**src/rtl/mnva_pkg.sv**
```systemverilog
// Shared types and constants of the MIDI note voice allocator.
package mnva_pkg;

  // Number of voice channels and width of a voice index
  localparam int unsigned Voices = 6;
  localparam int unsigned IdxW   = (Voices > 1) ? $clog2(Voices) : 1;

  // Field widths
  localparam int unsigned CmdW   = 2;
  localparam int unsigned ChanW  = 4;
  localparam int unsigned KeyW   = 7;
  localparam int unsigned VelW   = 7;
  localparam int unsigned HeldW  = 8;
  localparam int unsigned CfgIdxW = 4;
  localparam int unsigned CfgDatW = 4;

  // Free marker, above every note number
  localparam logic [HeldW-1:0] FreeMark = 8'd129;

  // Input event kinds; code 3 means nothing and is caught by default arms
  typedef enum logic [CmdW-1:0] {
    CMD_NOTE_ON  = 2'd0,
    CMD_NOTE_OFF = 2'd1,
    CMD_OTHER    = 2'd2
  } cmd_e;

  // Output event kinds
  typedef enum logic [0:0] {
    KIND_NOTE_ON  = 1'b0,
    KIND_NOTE_OFF = 1'b1
  } kind_e;

  // Configuration register indexes
  typedef enum logic [CfgIdxW-1:0] {
    REG_BASE_CHANNEL   = 4'd0,
    REG_LISTEN_CHANNEL = 4'd1
  } reg_e;

  // Sequencer states
  typedef enum logic [1:0] {
    ST_IDLE   = 2'd0,
    ST_SCAN   = 2'd1,
    ST_FINISH = 2'd2
  } state_e;

endpackage

```
**src/rtl/mnva_in_if.sv**
```systemverilog
// Input event channel of the voice allocator.
interface mnva_in_if;
  logic                           valid;
  logic                           ready;
  logic [mnva_pkg::CmdW-1:0]      cmd;
  logic [mnva_pkg::ChanW-1:0]     in_channel;
  logic [mnva_pkg::KeyW-1:0]      key;
  logic [mnva_pkg::VelW-1:0]      velocity;

  modport source (output valid, cmd, in_channel, key, velocity, input ready);
  modport sink   (input valid, cmd, in_channel, key, velocity, output ready);
endinterface

```
**src/rtl/mnva_out_if.sv**
```systemverilog
// Output event channel of the voice allocator.
interface mnva_out_if;
  logic                           valid;
  logic                           ready;
  logic                           out_kind;
  logic [mnva_pkg::ChanW-1:0]     out_channel;
  logic [mnva_pkg::KeyW-1:0]      out_key;
  logic [mnva_pkg::VelW-1:0]      out_velocity;

  modport source (output valid, out_kind, out_channel, out_key, out_velocity, input ready);
  modport sink   (input valid, out_kind, out_channel, out_key, out_velocity, output ready);
endinterface

```
**src/rtl/mnva_cfg_if.sv**
```systemverilog
// Configuration write channel of the voice allocator.
interface mnva_cfg_if;
  logic                           valid;
  logic                           ready;
  logic [mnva_pkg::CfgIdxW-1:0]   index;
  logic [mnva_pkg::CfgDatW-1:0]   data;

  modport source (output valid, index, data, input ready);
  modport sink   (input valid, index, data, output ready);
endinterface

```
**src/rtl/midi_note_voice_allocator_top.sv**
```systemverilog
// Polyphonic MIDI voice allocator: top level with scan sequencer and voice table.
//
// Note-on and note-off beats on the listened channel are spread over six voice
// channels. An accepted beat that is handled is captured, the six voices of the
// voice table are then scanned one voice per cycle through the shared compare
// unit, and then the table is updated and the output register loaded. An
// unmatched note-off goes through the same steps and leaves no result. Beats on
// other channels and other event kinds leave no result and keep the input
// ready. The output register holds one result, so the input is taken again
// while that result still waits; a later result waits in the final step until
// the output register is free. Configuration writes are always accepted and
// are meant for idle periods only.
module midi_note_voice_allocator_top (
  input  logic           clk_i,
  input  logic           rst_ni,
  mnva_in_if.sink        in_i,
  mnva_out_if.source     out_o,
  mnva_cfg_if.sink       cfg_i
);

  // Configuration registers
  logic [mnva_pkg::ChanW-1:0] base_q, listen_q;

  // Voice table and rotation pointer
  logic [mnva_pkg::HeldW-1:0] held_q [mnva_pkg::Voices];
  logic [mnva_pkg::IdxW-1:0]  ptr_q;

  // Sequencer and captured beat
  mnva_pkg::state_e           state_q, state_d;
  logic                       is_off_q;
  logic [mnva_pkg::KeyW-1:0]  key_q;
  logic [mnva_pkg::VelW-1:0]  vel_q;
  logic [mnva_pkg::IdxW-1:0]  cnt_q;

  // Scan results
  logic [mnva_pkg::IdxW-1:0]  sel_q;
  logic [mnva_pkg::HeldW-1:0] best_q;
  logic [mnva_pkg::HeldW-1:0] ptr_val_q;
  logic                       found_q;

  // Output register
  logic                       out_valid_q;
  logic                       out_kind_q;
  logic [mnva_pkg::ChanW-1:0] out_chan_q;
  logic [mnva_pkg::KeyW-1:0]  out_key_q;
  logic [mnva_pkg::VelW-1:0]  out_vel_q;

  logic                       in_beat, out_beat, take, last, out_free, emit, commit;
  logic [mnva_pkg::HeldW-1:0] cur, key_ext;
  logic                       cur_gt, cur_eq;
  logic [mnva_pkg::IdxW-1:0]  final_sel, next_ptr;

  assign cfg_i.ready = 1'b1;
  assign in_i.ready  = (state_q == mnva_pkg::ST_IDLE);
  assign in_beat     = in_i.valid && in_i.ready;
  assign out_beat    = out_valid_q && out_o.ready;

  // A beat is worked on only when it is on the listened channel and a note event
  always_comb begin
    case (in_i.cmd)
      mnva_pkg::CMD_NOTE_ON,
      mnva_pkg::CMD_NOTE_OFF: take = (in_i.in_channel == listen_q);
      default:                take = 1'b0;
    endcase
  end

  // Shared compare unit on the voice under scan
  assign cur     = held_q[cnt_q];
  assign key_ext = {1'b0, key_q};
  assign cur_gt  = (cur > best_q);
  assign cur_eq  = (cur == key_ext);
  assign last    = (cnt_q == mnva_pkg::IdxW'(mnva_pkg::Voices - 1));

  // Voice choice: the pointer's voice wins a tie for the maximum
  assign final_sel = (!is_off_q && (ptr_val_q == best_q)) ? ptr_q : sel_q;
  assign next_ptr  = (final_sel == mnva_pkg::IdxW'(mnva_pkg::Voices - 1))
                     ? '0 : final_sel + mnva_pkg::IdxW'(1);

  assign out_free = !out_valid_q || out_o.ready;
  assign emit     = !is_off_q || found_q;
  assign commit   = (state_q == mnva_pkg::ST_FINISH) && out_free;

  // Next state
  always_comb begin
    state_d = state_q;
    case (state_q)
      mnva_pkg::ST_IDLE:   if (in_beat && take) state_d = mnva_pkg::ST_SCAN;
      mnva_pkg::ST_SCAN:   if (last) state_d = mnva_pkg::ST_FINISH;
      mnva_pkg::ST_FINISH: if (out_free) state_d = mnva_pkg::ST_IDLE;
      default:             state_d = mnva_pkg::ST_IDLE;
    endcase
  end

  always_ff @(posedge clk_i or negedge rst_ni) begin
    if (!rst_ni) begin
      state_q <= mnva_pkg::ST_IDLE;
    end else begin
      state_q <= state_d;
    end
  end

  // Configuration writes
  always_ff @(posedge clk_i or negedge rst_ni) begin
    if (!rst_ni) begin
      base_q   <= '0;
      listen_q <= '0;
    end else if (cfg_i.valid && cfg_i.ready) begin
      case (cfg_i.index)
        mnva_pkg::REG_BASE_CHANNEL:   base_q   <= cfg_i.data;
        mnva_pkg::REG_LISTEN_CHANNEL: listen_q <= cfg_i.data;
        default: ;
      endcase
    end
  end

  // Capture of the accepted beat
  always_ff @(posedge clk_i) begin
    if (in_beat) begin
      is_off_q <= (in_i.cmd == mnva_pkg::CMD_NOTE_OFF);
      key_q    <= in_i.key;
      vel_q    <= in_i.velocity;
    end
  end

  // Scan counter and running results
  always_ff @(posedge clk_i or negedge rst_ni) begin
    if (!rst_ni) begin
      cnt_q     <= '0;
      sel_q     <= '0;
      best_q    <= '0;
      ptr_val_q <= '0;
      found_q   <= 1'b0;
    end else if (in_beat) begin
      cnt_q   <= '0;
      found_q <= 1'b0;
    end else if (state_q == mnva_pkg::ST_SCAN) begin
      cnt_q <= last ? '0 : cnt_q + mnva_pkg::IdxW'(1);
      if (cnt_q == ptr_q) begin
        ptr_val_q <= cur;
      end
      if (is_off_q) begin
        if (!found_q && cur_eq) begin
          sel_q   <= cnt_q;
          found_q <= 1'b1;
        end
      end else if (cnt_q == '0 || cur_gt) begin
        sel_q  <= cnt_q;
        best_q <= cur;
      end
    end
  end

  // Voice table and pointer update
  always_ff @(posedge clk_i or negedge rst_ni) begin
    if (!rst_ni) begin
      for (int i = 0; i < int'(mnva_pkg::Voices); i++) begin
        held_q[i] <= mnva_pkg::FreeMark;
      end
      ptr_q <= '0;
    end else if (commit && emit) begin
      if (is_off_q) begin
        held_q[final_sel] <= mnva_pkg::FreeMark;
      end else begin
        held_q[final_sel] <= key_ext;
        ptr_q             <= next_ptr;
      end
    end
  end

  // Output register
  always_ff @(posedge clk_i or negedge rst_ni) begin
    if (!rst_ni) begin
      out_valid_q <= 1'b0;
    end else if (commit && emit) begin
      out_valid_q <= 1'b1;
    end else if (out_beat) begin
      out_valid_q <= 1'b0;
    end
  end

  always_ff @(posedge clk_i) begin
    if (commit && emit) begin
      out_kind_q <= is_off_q ? mnva_pkg::KIND_NOTE_OFF : mnva_pkg::KIND_NOTE_ON;
      out_chan_q <= base_q + mnva_pkg::ChanW'(final_sel);
      out_key_q  <= key_q;
      out_vel_q  <= vel_q;
    end
  end

  assign out_o.valid        = out_valid_q;
  assign out_o.out_kind     = out_kind_q;
  assign out_o.out_channel  = out_chan_q;
  assign out_o.out_key      = out_key_q;
  assign out_o.out_velocity = out_vel_q;

`ifndef SYNTH
  // Pointer always names a real voice
  a_ptr_range: assert property (@(posedge clk_i) disable iff (!rst_ni)
    ptr_q < mnva_pkg::IdxW'(mnva_pkg::Voices))
    else $error("rotation pointer out of range");

  // Scan counter stays within the table
  a_cnt_range: assert property (@(posedge clk_i) disable iff (!rst_ni)
    cnt_q < mnva_pkg::IdxW'(mnva_pkg::Voices))
    else $error("scan counter out of range");

  // A note-on result stores its key in the chosen voice
  a_note_on_store: assert property (@(posedge clk_i) disable iff (!rst_ni)
    (commit && !is_off_q) |=> held_q[$past(final_sel)] == $past(key_ext))
    else $error("note-on key not stored");

  // A note-off result frees the voice it names
  a_note_off_free: assert property (@(posedge clk_i) disable iff (!rst_ni)
    (commit && is_off_q && found_q) |=> held_q[$past(final_sel)] == mnva_pkg::FreeMark)
    else $error("note-off voice not freed");

  // A finished result never overwrites one still waiting
  a_no_overrun: assert property (@(posedge clk_i) disable iff (!rst_ni)
    (commit && emit) |-> out_free)
    else $error("output register overrun");
`endif

endmodule
```
**src/flat_wrapper.sv**
```systemverilog
// flat-port wrapper written by rule: the top's interface ports become plain ports
module midi_note_voice_allocator_top_flat 
  (clk_i, rst_ni, in_i_valid, in_i_cmd, in_i_in_channel, in_i_key, in_i_velocity, in_i_ready, out_o_valid, out_o_out_kind, out_o_out_channel, out_o_out_key, out_o_out_velocity, out_o_ready, cfg_i_valid, cfg_i_index, cfg_i_data, cfg_i_ready);
  mnva_in_if in_i_i ();
  mnva_out_if out_o_i ();
  mnva_cfg_if cfg_i_i ();
  input  logic clk_i;
  input  logic rst_ni;
  input wire logic [$bits(in_i_i.valid)-1:0] in_i_valid;
  input wire logic [$bits(in_i_i.cmd)-1:0] in_i_cmd;
  input wire logic [$bits(in_i_i.in_channel)-1:0] in_i_in_channel;
  input wire logic [$bits(in_i_i.key)-1:0] in_i_key;
  input wire logic [$bits(in_i_i.velocity)-1:0] in_i_velocity;
  output wire logic [$bits(in_i_i.ready)-1:0] in_i_ready;
  output wire logic [$bits(out_o_i.valid)-1:0] out_o_valid;
  output wire logic [$bits(out_o_i.out_kind)-1:0] out_o_out_kind;
  output wire logic [$bits(out_o_i.out_channel)-1:0] out_o_out_channel;
  output wire logic [$bits(out_o_i.out_key)-1:0] out_o_out_key;
  output wire logic [$bits(out_o_i.out_velocity)-1:0] out_o_out_velocity;
  input wire logic [$bits(out_o_i.ready)-1:0] out_o_ready;
  input wire logic [$bits(cfg_i_i.valid)-1:0] cfg_i_valid;
  input wire logic [$bits(cfg_i_i.index)-1:0] cfg_i_index;
  input wire logic [$bits(cfg_i_i.data)-1:0] cfg_i_data;
  output wire logic [$bits(cfg_i_i.ready)-1:0] cfg_i_ready;
  assign in_i_i.valid = in_i_valid;
  assign in_i_i.cmd = in_i_cmd;
  assign in_i_i.in_channel = in_i_in_channel;
  assign in_i_i.key = in_i_key;
  assign in_i_i.velocity = in_i_velocity;
  assign in_i_ready = in_i_i.ready;
  assign out_o_valid = out_o_i.valid;
  assign out_o_out_kind = out_o_i.out_kind;
  assign out_o_out_channel = out_o_i.out_channel;
  assign out_o_out_key = out_o_i.out_key;
  assign out_o_out_velocity = out_o_i.out_velocity;
  assign out_o_i.ready = out_o_ready;
  assign cfg_i_i.valid = cfg_i_valid;
  assign cfg_i_i.index = cfg_i_index;
  assign cfg_i_i.data = cfg_i_data;
  assign cfg_i_ready = cfg_i_i.ready;
  midi_note_voice_allocator_top u_core (.clk_i(clk_i), .rst_ni(rst_ni), .in_i(in_i_i), .out_o(out_o_i), .cfg_i(cfg_i_i));
endmodule
```
**config.mk**
```make
export PLATFORM = sky130hd
export DESIGN_NAME = midi_note_voice_allocator_top_flat
export DESIGN_NICKNAME = d
export VERILOG_FILES = /design/src/rtl/mnva_pkg.sv /design/src/rtl/mnva_in_if.sv /design/src/rtl/mnva_out_if.sv /design/src/rtl/mnva_cfg_if.sv /design/src/rtl/midi_note_voice_allocator_top.sv /design/src/flat_wrapper.sv
export SDC_FILE = /design/constraint.sdc
export NUM_CORES = 1
export LEC_CHECK = 0
export ABC_AREA = 1
export BUFFER_PORTS_ARGS = -buffer_cell sky130_fd_sc_hd__buf_2
export CORE_MARGIN = 10
export CORE_UTILIZATION = 42
export CTS_BUF_LIST = sky130_fd_sc_hd__clkbuf_8
export DETAILED_ROUTE_END_ITERATION = 10
export PLACE_DENSITY = 0.56
export SETUP_SLACK_MARGIN = 0.2
export SYNTH_ARGS = -nofsm -noshare
export SYNTH_HDL_FRONTEND = slang
export SYNTH_SLANG_ARGS = --single-unit
```
**constraint.sdc**
```tcl
create_clock -name clk_i -period 2.9 [get_ports clk_i]
set_input_delay 0.725 -clock clk_i [delete_from_list [all_inputs] [get_ports clk_i]]
set_output_delay 0.725 -clock clk_i [all_outputs]
set_load 0.005 [all_outputs]
```
# Word level (Yosys, flattened, before mapping)
# Cells that the tools add are included.
# Widths: inputs -> output; s select.
[word_totals]
ff_bits = 119
in_bits = 33
output_inout_bits = 22
elab_cells = 110
[op_classes]
add_sub_neg = 3
order_cmp = 4
eq_ne = 14
n_mux = 27
bitwise_logic = 7
n_reduce_logical = 32
[op_table]
columns = ["operator", "n"]
rows = [
  ["$bwmux 48", 1],
  ["$mux 48", 1],
  ["$and 36x36->36", 1],
  ["$not 36->36", 1],
  ["$bmux 8 s3", 1],
  ["$demux 8 s3", 1],
  ["$mux 3", 8],
  ["$mux 8", 3],
  ["$or 12x12->12", 1],
  ["$reduce_bool 2->1", 5],
  ["$reduce_and 3->1", 3],
  ["$eq 8x7->1", 1],
  ["$eq 8x8->1", 1],
  ["$ge 4x4->1 const B", 2],
  ["$gt 8x8->1", 1],
  ["$logic_and 1x1->1", 8],
  ["$mux 1", 8],
  ["$not 3->4", 2],
  ["$reduce_and 4->1", 2],
  ["$add 3x1->3 const B", 2],
  ["$eq 3x3->1 const B", 2],
  ["$mux 2", 3],
  ["$pmux 2 s3", 1],
  ["$reduce_and 2->1", 3],
  ["16 further kinds", 25],
]

# Longest topological paths before layout
[logic_depth]
ltp_word = 11
ltp_mapped = 21
ltp_nobuf = 18

# Least setup slack after synthesis
# Ideal clock, no wire load.
[synth_path]
path_kind = "register -> register"
start = "register u_core.cnt_q[0] in the netlist's numbering"
end = "register u_core.sel_q[1] in the netlist's numbering"
t_arrival_ns = 2.244
setup_slack_ns = 0.538
path_stages_with_launch = 20
path_buffers = 3
period_less_slack_ns = 2.362
cell_sequence = "dfrtp_1 -> buf_4 -> buf_2 -> nand2_1 -> o21ai_0 -> nand2_1 -> nand2_1 -> nand2_1 -> nand2_1 -> ha_1 -> nand2_1 -> nor2_1 -> nand3_1 -> nor2_1 -> o22ai_1 -> nand2_1 -> clkbuf_1 -> nand2_1 -> nand2_1 -> nand2_1"
[synth_between]
elab_chain_cells = 8
elab_cells_between_ends = 12
cone_classes = "order compare: 1; eq/ne: 2; mux: 3; bitwise: 1; reduce/logical: 5"
[synth_rtl]
columns = ["element", "line_no", "text"]
rows = [
  ["from (decl)", "midi_note_voice_allocator_top.sv:33", "logic [mnva_pkg::IdxW-1:0] cnt_q;"],
  ["from (signal assigned)", "midi_note_voice_allocator_top.sv:137", "cnt_q <= last ? '0 : cnt_q + mnva_pkg::IdxW'(1);"],
  ["$not 3->4 (implied by the code) (*)", "midi_note_voice_allocator_top.sv:68", "assign cur = held_q[cnt_q];"],
  ["$bmux 8 s3 (*)", "midi_note_voice_allocator_top.sv:68", ""],
  ["$mux 8 (implied by the code) (*) (2 in a row)", "midi_note_voice_allocator_top.sv:68", ""],
  ["via u_core.cur, one bit", "midi_note_voice_allocator_top.sv:49", "logic [mnva_pkg::HeldW-1:0] cur, key_ext;"],
  ["$gt 8x8->1 or $eq 8x7->1 (tied branches)", "midi_note_voice_allocator_top.sv:70, midi_note_voice_allocator_top.sv:71", ""],
  ["$logic_or 1x1->1 or $logic_and 1x1->1 (tied branches)", "midi_note_voice_allocator_top.sv:146, midi_note_voice_allocator_top.sv:142", ""],
  ["$reduce_bool 2->1 (no source line) or $ne 2x2->1 (tied branches)", "--", ""],
  ["$reduce_and 4->1 (no source line) (*)", "--", ""],
  ["to (signal assigned)", "midi_note_voice_allocator_top.sv:143", "sel_q <= cnt_q;"],
  ["to (signal assigned)", "midi_note_voice_allocator_top.sv:147", "sel_q <= cnt_q;"],
  ["to (decl)", "midi_note_voice_allocator_top.sv:36", "logic [mnva_pkg::IdxW-1:0] sel_q;"],
]
# Mark *: on every way through the listed nets, which the timed path passes. The rest lies on a longest branch. The select of a mux whose other input is x is not followed.
# A chain may end at the register's enable or synchronous reset.

# Worst setup path after layout
[layout_path]
start = "register u_core.cnt_q[0] in the netlist's numbering"
end = "register u_core.best_q[4] in the netlist's numbering"
[layout_between]
elab_chain_cells = 7
elab_cells_between_ends = 8
cone_classes = "order compare: 1; mux: 3; bitwise: 1; reduce/logical: 3"
[layout_rtl]
columns = ["element", "line_no", "text"]
rows = [
  ["$not 3->4 (implied by the code)", "midi_note_voice_allocator_top.sv:68", ""],
  ["$bmux 8 s3", "midi_note_voice_allocator_top.sv:68", ""],
  ["$mux 8 (implied by the code) (2 in a row)", "midi_note_voice_allocator_top.sv:68", ""],
  ["$gt 8x8->1", "midi_note_voice_allocator_top.sv:70", "assign cur_gt = (cur > best_q);"],
  ["$logic_or 1x1->1", "midi_note_voice_allocator_top.sv:146", "end else if (cnt_q == '0 || cur_gt) begin"],
  ["$reduce_and 4->1 (no source line)", "--", ""],
  ["to (signal assigned)", "midi_note_voice_allocator_top.sv:148", "best_q <= cur;"],
  ["to (decl)", "midi_note_voice_allocator_top.sv:37", "logic [mnva_pkg::HeldW-1:0] best_q;"],
]
# Parallel ways exist; a longest one is shown, timed or not. The select of a mux whose other input is x is not followed.

==> impl_metrics.ini <==
[outcome]
status = complete, no violations

[floorplanning]
core_um2 = 13400
fp-row-count = 42
start_util_pct = 43.5
die-width_um = 138
fp.dieArea_um2 = 19000
die_h_um = 138
num_io_pins = 55

[drt]
first_pass_iters = 8
initialDrtViolationCount = 288
drc = 0
wl_per_cell_um = 14.9
routed_wl_um = 13700
final_antenna_net_count = 0
via_per_inst = 4.92
vias = 4535

[logic_synthesis]
synth_commonest_cells = 241 x nand2_1, 73 x dfrtp_1, 65 x inv_1
synth_edf_count = 34
synth_area_leaders = dfrtp_1 31%, edfxtp_1 18%, nand2_1 16%
async_reset_ff_share_pct = 71.4
ys.flop_type = dfrtp_1
synth_cells = 666
syn-cell-area_um2 = 5830
yosysSeqAreaShare_pct = 54.2
syn-mean-instance-area_um2 = 8.75
syn-num-nets = 711
synth.largest_area_cell = dfrtp_1
synth_top_area_share_pct = 31.3
ys_ff_latch = 119
synth.most_common_cell = nand2_1
yosysWarnings = 0
synthDistinctLibCells = 41

[cells_and_area]
num_antenna_cells = 0
drive_above_1_share_pct = 23.2
num-nets-final = 778
areaGrowthSynthToFinish_pct = 16.1

[hold_path]
hp-class = in -> async

[worst_setup_path]
worstPathArrival_ns = 2.78
cp-start-kind = flop
required_ns = 3.21
r2r_cells = 18
crit_type = reg -> reg
r2r-start = u_core.cnt_q[0]
crit_path_end_kind = flop
startpoint = u_core.cnt_q[0]
rrSetupSlack_ns = 0.43
endpoint = u_core.best_q[4]
r2r_end = u_core.best_q[4]
worstPathMaxFanout = 16

[sta]
finalCriticalPeriod_ns = 2.47
setup_violations = 0
setup_tns_ns = 0
finClkSkew_ns = 0.00779
slew_viol_final = 0
finalHoldViolations = 0
relSlewSlack_pct = 53.7
rsz0062_at_grt = no
fmax_ghz = 0.405
worst_slew_pin_slew_ns = 0.694
min_period_over_period_pct = 85.0

[global_routing]
grt_pass1_wl_um = 22100
grt-ovfl-total = 0
grt_max_degree = 39
antenna_found_initial = 0
grt_usage_pct = 15.0
first_global_vias = 4319

[place]
dpl.hpwl_um = 10000
place_congestion = 0.859
io_buffers = 53

[cts]
cts_sinks = 119
root_buffer = clkbuf_8
cts_tree = built
h-tree-depth = 4
insertion_delay_ns = 0.44
clockBufferDepth = 2
cts_buffers = 17
clkTransAtPathRegs_ns = 0.07
cts_hold_buf = 0

[pwr]
p_leak_nw = 3.26
p_total_w = 0.00537
p_per_area_nw_per_um2 = 793
peakVddDrop_mv = 0.362

[run]
max_cap_viol_count = 0
[placed cells by master, fill, tap and decap left out, drive strengths merged]
cell type,Yosys,final
clkinvlp,0,4
xor2,6,6
nand3b,1,1
nand2,250,250
fa,1,1
conb,1,1
clkinv,0,5
clkbuf,3,18
buf,17,67
or2,1,1
o21ai,66,66
dfrtp,73,73
o21a,6,6
o32ai,1,1
a22oi,2,2
edfxtp,34,34
ha,11,11
o31ai,1,1
o211ai,1,1
nor4,1,1
inv,73,75
nand3,31,31
o22ai,1,1
o21bai,1,1
bufinv,0,4
a21oi,19,19
nor3b,2,2
dfstp,12,12
nor3,1,1
a311oi,1,1
nor2,49,49
[cells by family after synthesis]
family	after synthesis	synth area share (%)
buffers and inverters	93	7.25
AOI/OAI and AO/OA	99	11.0
adders and majority gates	12	2.70
and+or+nand+nor	336	23.8
DFF	119	54.2
xor gates and xnor gates	6	0.901
other	1	0.0643
[flip-flops by register name, summed over array words and instances (netlist names), 7 cells and up]
| signal | count |
|---|---|
| u_core.best_q | 8 |
| u_core.held_q | 48 |
| u_core.out_o.out_key | 7 |
| u_core.vel_q | 7 |
| u_core.out_o.out_velocity | 7 |
| u_core.ptr_val_q | 8 |
| u_core.key_q | 7 |
[layout make-up]
cell class,instances,area (µm²)
fill,1267,6630
sequential,119,3170
multi-input combinational,454,2280
timing repair buffer,68,410
inverter,73,279
clock buffer,17,234
tap,176,220
clock inverter,15,185
[worst min path at each step]
stage                         start  cells after the start                           end
global route                 rst_ni                      1             u_core.state_q[0]
CTS                          rst_ni                      1                u_core.found_q
floorplan           u_core.vel_q[0]                      0  u_core.out_o.out_velocity[0]
finish                       rst_ni                      1               u_core.cnt_q[2]
global placement    u_core.vel_q[2]                      0  u_core.out_o.out_velocity[2]
detailed placement  u_core.vel_q[6]                      0  u_core.out_o.out_velocity[6]
[worst max-delay path: stages (launching register included)]
cell and delay [ns]:
dfrtp_2 0.47, clkbuf_2 0.22, nand2_1 0.06, nand2_1 0.07
nand2_1 0.04, nand2_1 0.09, nand2_1 0.06, nand2_1 0.11
inv_1 0.11, ha_1 0.21, inv_1 0.06, a21oi_1 0.07
o21ai_2 0.13, a21oi_1 0.08, o22ai_1 0.15, nand2_2 0.13
buf_12 0.16, nand2_1 0.05, o21ai_0 0.08
[metrics by stage]
step	util (%)	hold slack [ns]	std cells	worst slack [ns]	area, µm²
3_5_place_dp	46.9	0.406	887	0.166	6290
4_1_cts	50.1	0.268	919	0.281	6710
5_1_grt	50.5	0.282	922	0.200	6770
2_1_floorplan	-	0.400	666	0.538	5830
3_3_place_gp	46.9	0.401	887	0.252	6290
6_report	50.5	0.268	922	0.434	6770
[report_power, final]
part | internal [W] | total (W) | switching, W
combinational | 0.000539 | 0.00161 | 0.00107
clock | 0.000923 | 0.00160 | 0.000673
sequential | 0.00199 | 0.00217 | 0.000178
[routing by layer]
| metal | wire (µm) | GRT usage (%) | share of wire (%) |
|---|---|---|---|
| met1 | 6450 | 19.8 | 47 |
| met2 | 6340 | 23.3 | 46 |
| met3 | 728 | 3.75 | 5.3 |
| met4 | 223 | 5.97 | 1.6 |
| met5 | 0 | 0 | 0 |
[repair_timing]
action,in CTS,in global routing
gates resized for setup,1,14
pin swaps,0,2
endpoints found under the setup margin,6,11
buffers inserted,0,3
Note: power is estimated with default switching activity, not from simulation.
